### src/hw/rtl/cu_pkg.sv
// Package for the combination unranker: widths, register indexes, the queue
// entry, the binomial row type and the back-end state encoding.
// No dependencies.
package cu_pkg;

    localparam int MAX_UNIVERSE = 64;
    localparam int MAX_SUBSET   = 16;

    // Fixed field widths of the ports
    localparam int RANK_W  = 61;
    localparam int UNIV_W  = 7;
    localparam int SUB_W   = 5;
    localparam int POS_W   = 4;
    localparam int VAL_W   = 7;
    localparam int CIDX_W  = 4;
    localparam int CDATA_W = 8;

    // Binomial table: one row per n in 0..MAX_UNIVERSE, entries r in 0..MAX_SUBSET
    localparam int BINOM_W   = 64;
    localparam int ROWS      = MAX_UNIVERSE + 1;
    localparam int ROW_W     = $clog2(ROWS);
    localparam int ENTRIES   = MAX_SUBSET + 1;

    localparam int QUEUE_DEPTH = 2;

    // Configuration register indexes
    localparam logic [CIDX_W-1:0] CFG_UNIVERSE = CIDX_W'(0);
    localparam logic [CIDX_W-1:0] CFG_SUBSET   = CIDX_W'(1);

    localparam logic [UNIV_W-1:0] UNIVERSE_RST = UNIV_W'(49);
    localparam logic [SUB_W-1:0]  SUBSET_RST   = SUB_W'(6);

    typedef logic [BINOM_W-1:0] binom_t;
    typedef binom_t [ENTRIES-1:0] binom_row_t;

    // One queued rank with the configuration it was accepted under
    typedef struct packed {
        logic [RANK_W-1:0] rank;
        logic [UNIV_W-1:0] universe;
        logic [SUB_W-1:0]  subset;
        logic              cfg_bad;
    } job_t;

    typedef enum logic [2:0] {
        ST_INIT,
        ST_IDLE,
        ST_CHECK,
        ST_WALK,
        ST_FAIL
    } back_state_t;

endpackage

### src/hw/rtl/cu_queue.sv
// Short job queue between front and back end.
// Depends on cu_pkg.
module cu_queue (
    input  logic         aclk,
    input  logic         aresetn,
    input  logic         push_valid,
    input  cu_pkg::job_t push_job,
    output logic         full,
    input  logic         pop,
    output logic         head_valid,
    output cu_pkg::job_t head_job
);

    localparam int PTR_W = $clog2(cu_pkg::QUEUE_DEPTH);
    localparam int CNT_W = $clog2(cu_pkg::QUEUE_DEPTH + 1);

    cu_pkg::job_t     entry_reg [cu_pkg::QUEUE_DEPTH];
    logic [PTR_W-1:0] wr_ptr_reg, wr_ptr_next;
    logic [PTR_W-1:0] rd_ptr_reg, rd_ptr_next;
    logic [CNT_W-1:0] count_reg, count_next;
    logic             do_pop;

    assign full       = (count_reg == CNT_W'(cu_pkg::QUEUE_DEPTH));
    assign head_valid = (count_reg != '0);
    assign head_job   = entry_reg[rd_ptr_reg];
    assign do_pop     = pop && head_valid;

    // Pointer and count update with wrap at the depth
    always_comb begin
        wr_ptr_next = wr_ptr_reg;
        rd_ptr_next = rd_ptr_reg;
        if (push_valid) begin
            wr_ptr_next = (wr_ptr_reg == PTR_W'(cu_pkg::QUEUE_DEPTH - 1)) ? '0
                        : wr_ptr_reg + PTR_W'(1);
        end
        if (do_pop) begin
            rd_ptr_next = (rd_ptr_reg == PTR_W'(cu_pkg::QUEUE_DEPTH - 1)) ? '0
                        : rd_ptr_reg + PTR_W'(1);
        end
        count_next = count_reg + CNT_W'(push_valid) - CNT_W'(do_pop);
    end

    always_ff @(posedge aclk) begin
        if (!aresetn) begin
            wr_ptr_reg <= '0;
            rd_ptr_reg <= '0;
            count_reg  <= '0;
        end else begin
            wr_ptr_reg <= wr_ptr_next;
            rd_ptr_reg <= rd_ptr_next;
            count_reg  <= count_next;
        end
    end

    always_ff @(posedge aclk) begin
        if (push_valid) begin
            entry_reg[wr_ptr_reg] <= push_job;
        end
    end

endmodule

### config.mk
export PLATFORM = sky130hd
export DESIGN_NAME = cu_queue
export DESIGN_NICKNAME = d
export VERILOG_FILES = /design/src/hw/rtl/cu_pkg.sv /design/src/hw/rtl/cu_queue.sv
export SDC_FILE = /design/constraint.sdc
export NUM_CORES = 1
export LEC_CHECK = 0
export BUFFER_PORTS_ARGS = -buffer_cell sky130_fd_sc_hd__buf_4
export CAP_MARGIN = 20
export CORE_ASPECT_RATIO = 1.75
export CORE_UTILIZATION = 50
export DETAILED_ROUTE_END_ITERATION = 8
export PLACE_DENSITY = 0.83
export SLEW_MARGIN = 20
export SYNTH_ARGS = -nofsm -noshare
export SYNTH_HDL_FRONTEND = slang
export SYNTH_SLANG_ARGS = --single-unit
### constraint.sdc
create_clock -name aclk -period 6.4 [get_ports aclk]
set_input_delay 1.28 -clock aclk [delete_from_list [all_inputs] [get_ports aclk]]
set_output_delay 1.28 -clock aclk [all_outputs]
set_load 0.05 [all_outputs]
; ---- After elaboration in Yosys (flattened, before gate mapping)
; Memory sizes are Yosys's and may differ from the RTL's. A register that Yosys moved wholly into a read port is not among the register bits.
; Index checks and enable logic that the tools add are counted.
[op_classes]
n_mux = 6
add_sub_neg = 4
n_reduce_logical = 2
eq_ne = 1
[ops]
columns = cell, n
row1 = 1-bit two-way mux, 6
row2 = 1-bit adder (second input constant), 2
row3 = 2-bit by 1-bit adder with 2-bit output, 1
row4 = 2-bit equality test (second input constant), 1
row5 = 2-bit nonzero test, 1
row6 = 2-bit by 1-bit subtractor with 2-bit output, 1
row7 = 1-bit logical AND, 1
[word_totals]
word_cells = 17
memories = 1
output_inout_bits = 76
input_bits = 78
mem_bits_rw = 148
register_bits = 4
[memory_table]
columns = memory, words, width, rd, rd_ports_with_merged_regs, write_ports, line
row1 = entry_reg, 2, 74, 1, 1, 1, cu_queue.sv:17  ; cu_pkg::job_t entry_reg [cu_pkg::QUEUE_DEPTH];

; ---- Depth between registers and ports, before layout
[depth]
word_depth = 4
ltp_mapped = 6
depth_no_buf = 6

; ---- Least setup slack after synthesis
; Ideal clock, no wire load.
[synth_path]
path_type = in2reg
start = input push_valid
end = memory entry_reg[0][0] (netlist name) (enable)
setup_time_ps = 516
stages = 1
arrival_time_ps = 4553
n_path_buf = 0
path_slack_ps = 1331
required_ps = 5884
path_cell_list = nor2b_1
[synth_between]
elab_chain_cells = 2
[synth_rtl]
columns = element, line
row1 = from (decl), cu_queue.sv:6  ; input logic push_valid,
row2 = 1-bit two-way mux, cu_queue.sv:56  ; if (push_valid) begin
row3 = 1-bit two-way mux (implied by the code), cu_queue.sv:57  ; entry_reg[wr_ptr_reg] <= push_job;
row4 = to (decl), cu_queue.sv:17
; Every way passes these cells.

==> impl_results.md <==
* Total negative setup slack at 0 ns
* GR Layer Usage met1 at 16.58%
* Period utilisation layout at between 50% and 60%
* Placed cell count at approximately 530
* Slowest stage cell, crit path: buf_4
* N_diodes at 0
* Required time of the critical path at ~5.1 ns
* Net Sw Frac at between 30% and 40%
* Syn-to-layout area delta at 31.89%
* Filler instances at approximately 750
* Adder-cell share of the synthesized area at less than 1%
* First-pass GRT wire length at between 10,000 and 15,000 um
* CP most frequent cell: buf_4
* Xor and xnor fraction of the mapped netlist area at less than 1%
* Synthesized area at 5831 um2
* Vias in the first global route at 2,899
* Post-Syn Nets at 333
* F_max at 271.5 MHz
* RSZ-0062 raised after global routing: no
* Clock Pin Slew Worst Setup and Hold Paths at around 0.060 ns
* Port Buffers at between 150 and 200
* Post-Layout Inst Area at just under 8000 um2
* Largest family of logic cells by synthesized area: multiplexers
* Post-synthesis sequential area ratio at 77.94%
* GRT Total Usage at 16.82%
* Worst path bufs/invs at 2
* Max reg flops at about 150
* Drt drc at 0
* Startpoint Class: register
* Die area at 12,110 um2
* Comb pwr share at 29.1%
* Share of cells above drive strength 1 at 60.65%
* Static leakage at 3.016 nW
* Reg area at around 4500 um2
* Rows at 51
* Area taken by multi-input logic gates at roughly 1200 um2
* Setup crit end kind: output pin
* Die Y at between 100 and 150 um
* Post-CTS sizing at 0
* Antenna violations before repair at 0
* Num ports at approximately 150
* Max H-tree Level at 4
* Synth Warn # at 0
* Yosys cell types at 16
* Post-DRT Antenna Nets at 0
* Hold_buf cts at 0
* Synth Area in Simple Gates at 0.9227%
* Detail Placement HPWL at about 7000 um
* Post-CTS Setup Repair Bufs at 0
* Final setup margin at 2.717 ns
* CTS sink cnt at roughly 150
* DP Area at 7089 um2
* Core area at between 10,000 and 15,000 um2
* Hold crit path type: reg2reg
* Die width at ~84 um
* CTS Root Cell: clkbuf_16
* Max-Cap Viols at 0
* Internal power at approximately 0.0021 W
* Grt ovf at 0
* DR pass1 iterations at 4
* Setup Skew at 0.003156 ns
* Gpl congestion at roughly 0.72
* Status: finished clean
* VDD IR max at between 0.0002 and 0.0003 V
* Met2 GRT Util at a little under a third
* Leading post-synthesis cells by cell area: edfxtp_1 (76%), mux2_4 (15%), mux2_2 (2.7%)
* CP max FO at 44
* Avg WL per Cell at ~18 um
* Final WL at ~10,000 um
* Global routing's busiest layer: met2
* Fin. max-slew vios at 0
* Final hold viol count at 0
* Total number of vias at roughly 2,800
* Proportion of synthesized area in mux cells at a little under a fifth
* Post-synth top area share at 76.22%
* Place WS at around 3.1 ns
* Setup violators final at 0
* Worst slew pin tran at approximately 1.0 ns
* Flop pwr share at roughly 39%
* Largest net degree at the start of global routing at 75
* Number of synthesized register bits at around 150
* Critical Path AT at ~2.4 ns
* First DRT Iteration DRCs at roughly 110
* Max clock buf depth at 2
* Initial Utilization at around half
* Synth Area in Compound Gates at less than 1%
* Clock Latency Late Sink at roughly 0.41 ns
* Crit path kind: reg2out
* Num CTS Buffers at 17
* Syn_area_per_cell at between 20 and 25 um2
* Cell area power density at about 410 nW/um2
* CP Cell Sequence: buf_4 -> mux2_4 -> buf_4
* Mapped Cells at 253
* Pwr Total at approximately 0.0031 W
* CTS tree: done
* Post-layout min period at 3.683 ns
* CP delay by family, top: buffers and inverters
* Yosys top cell by area: edfxtp_1
* Via/cell ratio at approximately 5.0
* Clock Power Share at approximately a third
* NetSw at 0.0009760 W
* Met3 usage at roughly 5.3%
* Nets@finish at between 400 and 500
* Slew Limit Headroom at between 30% and 40%
* Max stage delay on crit path at 0.71 ns
* Final cell count without fillers at about 560
==> cell usage after synthesis <==
| cell type | number |
|---|---|
| ha_1 | 2 |
| dfxtp_1 | 5 |
| o21a_1 | 2 |
| and2_1 | 2 |
| mux2_4 | 60 |
| or2_2 | 1 |
| buf_6 | 7 |
| inv_1 | 2 |
| mux2i_1 | 2 |
| nand2b_1 | 1 |
| edfxtp_1 | 148 |
| nand2_1 | 1 |
| mux2_2 | 14 |
| nor2b_1 | 4 |
| xnor3_1 | 1 |
| buf_2 | 1 |
==> through the flow <==
stage / utilization, % / hold WS [ns]
floorplan: - / 0.4516
global placement: 63.12 / 0.4496
detailed placement: 63.12 / 0.4731
CTS: 68.47 / 0.4842
global route: 68.47 / 0.5007
finish: 68.47 / 0.4749
==> power by group through the flow <==
stage                     clock [W]  sequential [W]  combinational (W)
after floorplan                   0         0.00120           0.000722
after global placement            0         0.00123           0.000902
after detailed placement          0         0.00123           0.000914
after CTS                   0.00102         0.00121           0.000916
after global routing        0.00105         0.00122           0.000939
final                      0.000998         0.00121           0.000907
==> per-layer routing <==
metal	part of all wire, %	routed length (um)
met3	5.2	532
met5	0	0
met4	2.0	200
met2	58	5931
met1	34	3510
==> cell families after synthesis <==
| logic type | after synthesis |
|---|---|
| DFF | 153 |
| muxes | 76 |
| buffers and inverters | 10 |
| and+or+nand+nor | 9 |
| AOI/OAI and AO/OA | 2 |
| adders and majority gates | 2 |
| xor gates and xnor gates | 1 |
==> cells in the final DEF (no fill, tap or decap) <==
master / instances
bufinv_16: 3
xnor3_1: 1
clkbuf_1: 1
nand2_1: 1
clkinv_1: 2
clkinv_4: 1
o21a_1: 2
mux2_2: 14
mux2_4: 60
or2_2: 1
nand2b_1: 1
mux2i_1: 2
ha_1: 2
inv_1: 2
and2_4: 1
dfxtp_4: 1
edfxtp_1: 148
clkinvlp_4: 4
buf_4: 155
dfxtp_1: 4
inv_6: 4
nor2b_4: 1
nor2b_1: 3
and2_1: 1
clkbuf_16: 17
==> final timing paths <==
kind / to / cells past startpoint / startpoint / slack [ns]
setup / recovery: head_job[60] / 3 / register / 2.72
hold reg to reg: register / 2 / rd_ptr_reg / 0.47
hold / removal: register / 2 / rd_ptr_reg / 0.47
setup reg to reg: entry_reg[0][24] / 2 / wr_ptr_reg / 4.39
==> cell type report <==
type	count	area share (%)
Clock buffer	18	5.581
Tap cell	132	2.148
Inverter	2	0.09762
Clock inverter	14	2.229
Sequential cell	153	59.14
Timing Repair Buffer	155	15.13
Multi-Input combinational cell	90	15.67
==> worst min-delay path: cells and delay by family, from the launching register on <==
family / cells / cell delay (ns)
and+or+nand+nor: 1 / 0.07
DFF: 1 / 0.30
muxes: 1 / 0.06
Power figures use the tool's default switching activity.
