<file path="config.mk">
export PLATFORM = sky130hd
export DESIGN_NAME = cu_front
export DESIGN_NICKNAME = d
export VERILOG_FILES = /design/src/hw/rtl/cu_pkg.sv /design/src/hw/rtl/cu_front.sv
export SDC_FILE = /design/constraint.sdc
export NUM_CORES = 1
export LEC_CHECK = 0
export BUFFER_PORTS_ARGS = -buffer_cell sky130_fd_sc_hd__buf_4
export CORE_MARGIN = 1
export CORE_UTILIZATION = 28
export DETAILED_ROUTE_END_ITERATION = 8
export PLACE_DENSITY = 0.77
export SYNTH_ARGS = -nofsm -noshare
export SYNTH_HDL_FRONTEND = slang
export SYNTH_SLANG_ARGS = --single-unit
</file>
<file path="constraint.sdc">
create_clock -name aclk -period 1.65 [get_ports aclk]
set_input_delay 0.33 -clock aclk [delete_from_list [all_inputs] [get_ports aclk]]
set_output_delay 0.33 -clock aclk [all_outputs]
set_load 0.01 [all_outputs]
</file>
<file path="src/hw/rtl/cu_pkg.sv">
// Package for the combination unranker: widths, register indexes, the queue
// entry, the binomial row type and the back-end state encoding.
// No dependencies.
package cu_pkg;

    localparam int MAX_UNIVERSE = 64;
    localparam int MAX_SUBSET   = 16;

    // Fixed field widths of the ports
    localparam int RANK_W  = 61;
    localparam int UNIV_W  = 7;
    localparam int SUB_W   = 5;
    localparam int POS_W   = 4;
    localparam int VAL_W   = 7;
    localparam int CIDX_W  = 4;
    localparam int CDATA_W = 8;

    // Binomial table: one row per n in 0..MAX_UNIVERSE, entries r in 0..MAX_SUBSET
    localparam int BINOM_W   = 64;
    localparam int ROWS      = MAX_UNIVERSE + 1;
    localparam int ROW_W     = $clog2(ROWS);
    localparam int ENTRIES   = MAX_SUBSET + 1;

    localparam int QUEUE_DEPTH = 2;

    // Configuration register indexes
    localparam logic [CIDX_W-1:0] CFG_UNIVERSE = CIDX_W'(0);
    localparam logic [CIDX_W-1:0] CFG_SUBSET   = CIDX_W'(1);

    localparam logic [UNIV_W-1:0] UNIVERSE_RST = UNIV_W'(49);
    localparam logic [SUB_W-1:0]  SUBSET_RST   = SUB_W'(6);

    typedef logic [BINOM_W-1:0] binom_t;
    typedef binom_t [ENTRIES-1:0] binom_row_t;

    // One queued rank with the configuration it was accepted under
    typedef struct packed {
        logic [RANK_W-1:0] rank;
        logic [UNIV_W-1:0] universe;
        logic [SUB_W-1:0]  subset;
        logic              cfg_bad;
    } job_t;

    typedef enum logic [2:0] {
        ST_INIT,
        ST_IDLE,
        ST_CHECK,
        ST_WALK,
        ST_FAIL
    } back_state_t;

endpackage

</file>
<file path="src/hw/rtl/cu_front.sv">
// Front end: configuration registers, input acceptance and classification of
// each rank against the configuration. Depends on cu_pkg.
module cu_front (
    input  logic                        aclk,
    input  logic                        aresetn,
    input  logic                        cfg_valid,
    output logic                        cfg_ready,
    input  logic [cu_pkg::CIDX_W-1:0]   cfg_index,
    input  logic [cu_pkg::CDATA_W-1:0]  cfg_data,
    input  logic                        s_valid,
    output logic                        s_ready,
    input  logic [cu_pkg::RANK_W-1:0]   s_rank,
    input  logic                        init_done,
    input  logic                        q_full,
    output logic                        push_valid,
    output cu_pkg::job_t                push_job
);

    logic [cu_pkg::UNIV_W-1:0] universe_reg;
    logic [cu_pkg::SUB_W-1:0]  subset_reg;
    logic                      cfg_bad;

    assign cfg_ready = 1'b1;

    // Register writes; unknown indexes are dropped
    always_ff @(posedge aclk) begin
        if (!aresetn) begin
            universe_reg <= cu_pkg::UNIVERSE_RST;
            subset_reg   <= cu_pkg::SUBSET_RST;
        end else if (cfg_valid) begin
            if (cfg_index == cu_pkg::CFG_UNIVERSE) begin
                universe_reg <= cfg_data[cu_pkg::UNIV_W-1:0];
            end else if (cfg_index == cu_pkg::CFG_SUBSET) begin
                subset_reg <= cfg_data[cu_pkg::SUB_W-1:0];
            end
        end
    end

    // Configuration checks that need no binomial
    always_comb begin
        cfg_bad = (subset_reg == '0) ||
                  (subset_reg > cu_pkg::SUB_W'(cu_pkg::MAX_SUBSET)) ||
                  (universe_reg == '0) ||
                  (universe_reg > cu_pkg::UNIV_W'(cu_pkg::MAX_UNIVERSE)) ||
                  ({2'b00, subset_reg} > universe_reg);
    end

    // Take ranks only once the table is filled and the queue has room
    assign s_ready    = init_done && !q_full;
    assign push_valid = s_valid && s_ready;

    always_comb begin
        push_job.rank     = s_rank;
        push_job.universe = universe_reg;
        push_job.subset   = subset_reg;
        push_job.cfg_bad  = cfg_bad;
    end

endmodule

</file>
# After elaboration in Yosys (flattened, before gate mapping)
# Cells that the tools add are included.
word_totals:
  reg_bits: 12
  output_inout_bits: 77
  wordCells: 19
  in_bits: 79
classes:
  n_reduce_logical: 12
  eq_ne: 1
  magnitude_cmp: 3
  n_bitwise: 1
op_table:
  columns: ["operator", "count"]
  rows:
  - ["$gt A5 B7 Y1", 1]
  - ["$gt A7 B7 Y1 const B", 1]
  - ["$logic_not A7 Y1", 1]
  - ["$gt A5 B5 Y1 const B", 1]
  - ["$logic_not A5 Y1", 1]
  - ["$eq A4 B1 Y1 const B", 1]
  - ["$logic_not A4 Y1", 1]
  - ["$logic_or A1 B1 Y1", 4]
  - ["$reduce_and A3 Y1", 1]
  - ["$logic_and A1 B1 Y1", 2]
  - ["$reduce_and A2 Y1", 1]
  - ["$logic_not A1 Y1", 1]
  - ["$not A1 Y1", 1]

# Longest topological paths before layout
# Gate-level depths: netlist (run 1).
logic_depth:
  word_depth: 5
  ltp_mapped: 7
  ltp_nobuf: 6

# Least setup slack after synthesis (run 1)
# Ideal clock, no wire load.
synth_path:
  kind: "register to output"
  start: "register universe_reg[4] in the netlist's numbering"
  end: "output port push_job[0] in the netlist's numbering"
  arrival_time_ns: 1.526
  t_required_ns: 1.320
  n_path_buf: 1
  slack_ns: -0.206
  path_stages_with_launch: 8
  cell_sequence: "dfxtp_1 inv_1 ha_1 a21oi_1 nor3_1 a2111oi_0 o211ai_1 buf_4"
synth_via:
  elab_chain_cells: 4
  word_cells_on_any_way: 6
  cone_classes: "order compare: 2; reduce/logical: 4"
synth_lines:
  columns: ["element", "line", "source"]
  rows:
  - ["start: declaration", "cu_front.sv:19", "logic [cu_pkg::UNIV_W-1:0] universe_reg;"]
  - ["start signal: assignment", "cu_front.sv:28", "universe_reg <= cu_pkg::UNIVERSE_RST;"]
  - ["start signal: assignment", "cu_front.sv:32", "universe_reg <= cfg_data[cu_pkg::UNIV_W-1:0];"]
  - ["branches (longest 3 deep; another with $gt A7 B7 Y1)", null, null]
  - ["$logic_or A1 B1 Y1 (*)", "cu_front.sv:44", "(universe_reg > cu_pkg::UNIV_W'(cu_pkg::MAX_UNIVERSE)) ||"]
  - ["end: declaration", "cu_front.sv:16", "output cu_pkg::job_t push_job"]
# Every way passes the cells marked *.

==> results of run 1 <==
## synthesized netlist by cell type, drive strengths merged, types with 2 or more instances
library cell / instances / area (um^2)
xnor2: 2 / 17.5
dfxtp: 12 / 240
buf: 64 / 484
nor4: 2 / 27.5
mux2i: 12 / 120
ha: 5 / 62.6
nand2: 7 / 26.3
inv: 5 / 18.8
nor3: 3 / 15.0
nor2b: 8 / 50.1
o211ai: 2 / 15.0
## tightest hold or removal path: cells and delay by family
| family | cells | cell delay, ps |
|---|---|---|
| buffers and inverters | 1 | 90 |
| AND/OR/NAND/NOR | 1 | 50 |
| multiplexers | 1 | 50 |
## power breakdown
group | switching [W] | leakage, nW | total, W | internal, W
Clock | 0.000103 | 0.0216 | 0.000264 | 0.000160
Sequential | 0.00000419 | 0.0981 | 0.000299 | 0.000295
Combinational | 0.0000360 | 0.362 | 0.0000915 | 0.0000555
## through the flow
step / cell area, um^2 / hold slack (ps) / TNS [ps] / util / power (W)
final: 1150 / 311 / -335 / 0.302 / 0.000654
after global routing: 1150 / 313 / -425 / 0.302 / 0.000683
after global placement: 1060 / 549 / -102 / 0.279 / 0.000390
after detailed placement: 1060 / 560 / -102 / 0.279 / 0.000391
after CTS: 1100 / 307 / -345 / 0.291 / 0.000659
after floorplan: 1170 / 455 / -29.8 / - / 0.000491
## cells by family after synthesis
logic type / synth area share
flip-flops: 0.209
adder cells (fa/ha/maj): 0.0545
AO/OA/AOI/OAI: 0.0250
multiplexers: 0.105
XOR/XNOR: 0.0153
AND/OR/NAND/NOR: 0.147
buffers and inverters: 0.441
other: 0.00326
## cell type report
class                      count  area share
multi-input combinational     50       0.406
timing repair buffer          42       0.275
sequential                    12       0.214
tap                           48      0.0524
clock buffer                   3      0.0360
inverter                       5      0.0164
## timing repair
| action | CTS | global route |
|---|---|---|
| endpoints found under the setup margin | 1 | 1 |
| buffers inserted | 0 | 0 |
| pin swaps | 0 | 3 |
| resized for setup | 2 | 8 |
| cloned | 0 | 0 |
## path summary, 6_finish.rpt
| check | from | cells past startpoint | to |
|---|---|---|---|
| setup reg to reg | subset_reg[2] | 3 | subset_reg[2] |
| hold reg to reg | subset_reg[0] | 2 | subset_reg[0] |
| hold / removal | cfg_data[1] | 3 | subset_reg[1] |
| setup / recovery | universe_reg[1] | 5 | push_job[0] |
## routing by layer
layer / wire length (um) / GRT usage / part of all wire / vias up
met4: 95 / 0.0718 / 0.044 / 0
met3: 242 / 0.0603 / 0.11 / 24
met5: 0 / 0 / 0 / -
met2: 945 / 0.149 / 0.44 / 29
met1: 882 / 0.112 / 0.41 / 298
li1: - / - / - / 329
==> run_results.csv, run 1 <==
group,metric,value,unit
outcome,outcome,"finished with violations",
outcome,violations,"negative setup slack",
clocking,cts_root_buf,"clkbuf_8",
final_layout,final_cell_mix,"buf_4 (42), mux2i_1 (12), nor2b_1 (8), dfxtp_1 (8), nand2_1 (6)",
floorplan,die_area,4360,um^2
place,gp_congestion,0.753,
floorplan,fp-row-count,22,
pwr,p_leak,0.481,nW
synth,async_flop_share,0,
synth,seq_area_frac_synth,0.209,
final_layout,syn_to_final_growth,-0.218,%
final_layout,multi_input_area,465,um^2
clocking,clk_path_buf_depth,2,
synth,ys_ff_latch,12,
worst_setup_path,crit_path_end_kind,"primary output",
synth,syn-instance-count,132,
floorplan,die_h,66.1,um
pwr,ir_worst_vdd,0.368,mV
floorplan,start_util,0.302,
synth,syn_nets,216,
worst_setup_path,regToRegSetupSlack,860,ps
timing,period_share,1.20,
synth,synth-main-ff-cell,"dfxtp_1",
synth,syn_area_per_cell,8.70,um^2
final_layout,drive_gt1_frac,0.571,
routing,drc,0,
routing,wl,2.17,mm
synth,synth-warning-count,0,
routing,drt_iter0_markers,6,
final_layout,stdcell_count,160,
final_layout,largest_register_ff_count,7,
routing,wl_per_cell,13.5,um
clocking,clock-sinks,12,
place,post-place-cells,157,
worst_setup_path,cp_max_fo,3,
worst_setup_path,crit_arrival,1660,ps
clocking,cts_tree,"built",
routing,vias_per_cell,4.25,
worst_hold_path,hold_path.class,"in -> reg",
global_route,grt_max_degree,13,
global_route,grt_pass1_vias,695,
timing,setup_violations,1,
worst_setup_path,crit_chain,"or4_4 > nor3_2 > xnor2_1 > o211ai_1 > buf_4",
clocking,postCtsHoldBufs,0,
timing,drv_slew,0,
final_layout,final_nets,198,
synth,syn_area,1150,um^2
timing,rsz0062_at_grt,"yes",
place,dp_slack,-102,ps
floorplan,core_area,3800,um^2
timing,fin_skew,0,ps
global_route,antenna_found_initial,0,
final_layout,seq_area,245,um^2
timing,fmax,504,MHz
worst_setup_path,slowest_delay,540,ps
timing,post-route-min-period,1990,ps
worst_setup_path,critPathLaunchType,"flip-flop",
timing,setup_ws,-335,ps
synth,ys_types,23,
synth,synth_edf_count,0,
clocking,path_clk_slew,50,ps
final_layout,n_fill_cell,421,
worst_setup_path,crit_slowest_cell,"or4_4",
worst_setup_path,critical-path-top-delay-family,"simple AND/OR/NAND/NOR gates",
final_layout,antenna-diode-count,0,
timing,final_hold_viol_count,0,
floorplan,num_io_pins,156,
worst_setup_path,worstPathRequired,1320,ps
flow_run,cap_violations,0,
routing,first_pass_iters,4,
clocking,htree_levels,1,
clocking,cts_made_buffers,3,
routing,postRouteAntennaNets,0,
global_route,grt-ovfl-total,0,
global_route,grt_first_pass_wirelength,3.31,mm
worst_setup_path,critical_path_class,"reg -> out",
place,dp_hpwl,1.61,mm
floorplan,die_w,66.1,um
place,io_buffers,31,
worst_setup_path,worst-path-buf-inv,1,
pwr,power_density,571,nW/um^2
clocking,insertion_delay,240,ps
final_layout,final_common_cell,"buf_4",
routing,num_vias,680,
global_route,track_usage,0.103,
(Power assumes the default switching activity.)
==> run 2, diff against run 1 <==
Settings changed: ABC_AREA set to 1, CORE_UTILIZATION 28 to 29.
Clock period 1.65 ns to 1.8 ns, I/O delays scaled along.
==> run_results.csv, run 2 <==
group,metric,value,unit
outcome,outcome,"completed",
synth,syn_area_per_cell,6.84,um^2
synth,async_flop_share,0,
routing,first_pass_iters,4,
clocking,cts_root_buf,"clkbuf_8",
synth,ys_types,20,
clocking,cts_made_buffers,3,
global_route,grtUsageMet3,0.0205,
timing,rsz0062_at_grt,"yes",
synth,synth-warning-count,0,
routing,postRouteAntennaNets,0,
synth,synth_edf_count,0,
global_route,grt-ovfl-total,0,
place,dp_hpwl,1.72,mm
synth,synth_most_common_cell,"buf_4",
floorplan,fp-row-count,23,
worst_setup_path,crit_arrival,1400,ps
final_layout,final_cell_mix,"buf_4 (34), nand2_1 (33), nor2_1 (21), inv_1 (13)",
flow_run,cap_violations,0,
synth,syn-instance-count,178,
global_route,grt.busiest_layer,"met2",
final_layout,largest_register_ff_count,7,
floorplan,die_h,66.8,um
timing,period_share,0.979,
timing,post-route-min-period,1760,ps
place,post-place-cells,195,
global_route,grt_first_pass_wirelength,3.35,mm
timing,fin_skew,0,ps
pwr,p_leak,0.639,nW
pwr,ir_worst_vdd,0.191,mV
clocking,clk_path_buf_depth,2,
routing,drc,0,
routing,wl,2.24,mm
synth,netlist_top_cells_area,"buf_4 (39%), dfxtp_1 (20%), nand2_1 (10%)",
final_layout,final_nets,237,
synth,synth_largest_area_cell,"buf_4",
synth,syn_area,1220,um^2
place,io_buffers,31,
synth,netlist_top_cells_count,"buf_4 (63), nand2_1 (34), nor2_1 (22), inv_1 (17), dfxtp_1 (12)",
worst_setup_path,cp_max_fo,4,
clocking,postCtsHoldBufs,0,
worst_setup_path,worstPathRequired,1440,ps
final_layout,n_fill_cell,448,
synth,syn_nets,262,
floorplan,num_io_pins,156,
global_route,grt_max_degree,13,
clocking,insertion_delay,240,ps
pwr,power_density,572,nW/um^2
final_layout,drive_gt1_frac,0.421,
final_layout,stdcell_count,202,
final_layout,final_common_cell,"buf_4",
synth,seq_area_frac_synth,0.197,
synth,synth-main-ff-cell,"dfxtp_1",
floorplan,core_area,4030,um^2
place,dp_slack,163,ps
timing,setup_ws,37.7,ps
global_route,track_usage,0.100,
clocking,cts_tree,"built",
final_layout,syn_to_final_growth,-3.39,%
synth,synth_top_area_frac,0.388,
clocking,htree_levels,1,
global_route,use_met1,0.0984,
timing,drv_slew,0,
global_route,antenna_found_initial,0,
routing,vias_per_cell,4.29,
clocking,path_clk_slew,50,ps
worst_setup_path,crit_path_end_kind,"primary output",
place,gp_congestion,0.789,
final_layout,antenna-diode-count,0,
timing,fin_tns_setup,0,ps
worst_setup_path,critPathLaunchType,"flip-flop",
global_route,grt_use_met2,0.177,
worst_setup_path,critical_path_class,"reg -> out",
synth,ys_ff_latch,12,
floorplan,die_area,4460,um^2
timing,setup_violations,0,
routing,wl_per_cell,11.1,um
global_route,grt_pass1_vias,834,
floorplan,start_util,0.302,
floorplan,die_w,66.8,um
timing,fmax,567,MHz
routing,num_vias,866,
worst_hold_path,hold_path.class,"in -> reg",
clocking,clock-sinks,12,
routing,drt_iter0_markers,7,
timing,final_hold_viol_count,0,
==> run 2: cell count changes in the layout (fill, tap and decap cells not counted), sizes merged, moves of 2 or more <==
cell | before | now
nor4 | 2 | 0
nand4 | 0 | 2
xnor2 | 2 | 0
o21ai | 0 | 3
nand3 | 1 | 10
nor3 | 3 | 1
buf | 42 | 35
nand2 | 7 | 34
inv | 5 | 19
o211ai | 2 | 0
nor2 | 1 | 23
mux2i | 12 | 0
nor2b | 8 | 0
==> run 2: cell families (layout without fill, tap and decap cells) <==
group | count (synthesis) | in the layout | share of synthesized area
buffers and inverters | 84 | 58 | 0.468
and+or+nand+nor | 71 | 71 | 0.258
DFF | 12 | 12 | 0.197
adders and majority gates | 5 | 5 | 0.0514
AOI/OAI and AO/OA | 5 | 5 | 0.0226
other | 1 | 1 | 0.00308
==> run 2: path summary, 6_finish.rpt <==
| check | startpoint | endpoint | slack (ps) | cells after the start |
|---|---|---|---|---|
| setup reg to reg | universe_reg[4] | universe_reg[4] | 1090 | 3 |
| hold / removal | cfg_data[5] | universe_reg[5] | 320 | 3 |
| setup / recovery | subset_reg[1] | push_job[0] | 40 | 8 |
| hold reg to reg | subset_reg[0] | subset_reg[0] | 520 | 2 |
==> run 2: stage by stage <==
stage | util | power [W] | hold WS, ps | cell area (um^2)
after global routing | 0.292 | 0.000700 | 333 | 1180
final | 0.292 | 0.000673 | 319 | 1180
after global placement | 0.254 | 0.000373 | 515 | 1020
after floorplan | - | 0.000468 | 473 | 1220
after detailed placement | 0.254 | 0.000376 | 524 | 1020
after CTS | 0.280 | 0.000672 | 319 | 1130
==> run 2: worst max-delay path, cell delays in order (launching register included) <==
cell and delay (ps):
dfxtp_1 420, ha_4 240, nand3_1 80, nand2_1 50, nand2_1 60, nand2_1 40, nand2_1 60, nand2_1 60
buf_6 120
==> run 2: layout make-up <==
class	count	area, um^2	share of cell area
multi-input combinational	82	467	0.397
timing repair buffer	35	267	0.227
sequential	12	254	0.216
inverter	19	71.3	0.0606
tap	50	62.6	0.0532
clock buffer	4	55.1	0.0468
==> run 2: where the power goes <==
part	internal, W	total [W]	switching (W)
clock network	0.000193	0.000293	0.0000993
registers	0.000272	0.000279	0.00000770
logic	0.0000544	0.000101	0.0000469
total	0.000519	0.000673	0.000154
==> run 2: repair_timing <==
action | in CTS | in global routing
resized for setup | 10 | 12
setup buffers | 2 | 1
endpoints found under the setup margin | 1 | 1
pin swaps | 1 | 7
==> run 2: layer usage <==
layer  up-vias  share of wire
met5         -              0
met4         0          0.026
met3         7          0.094
met2        37           0.51
met1       398           0.37
li1        424              -
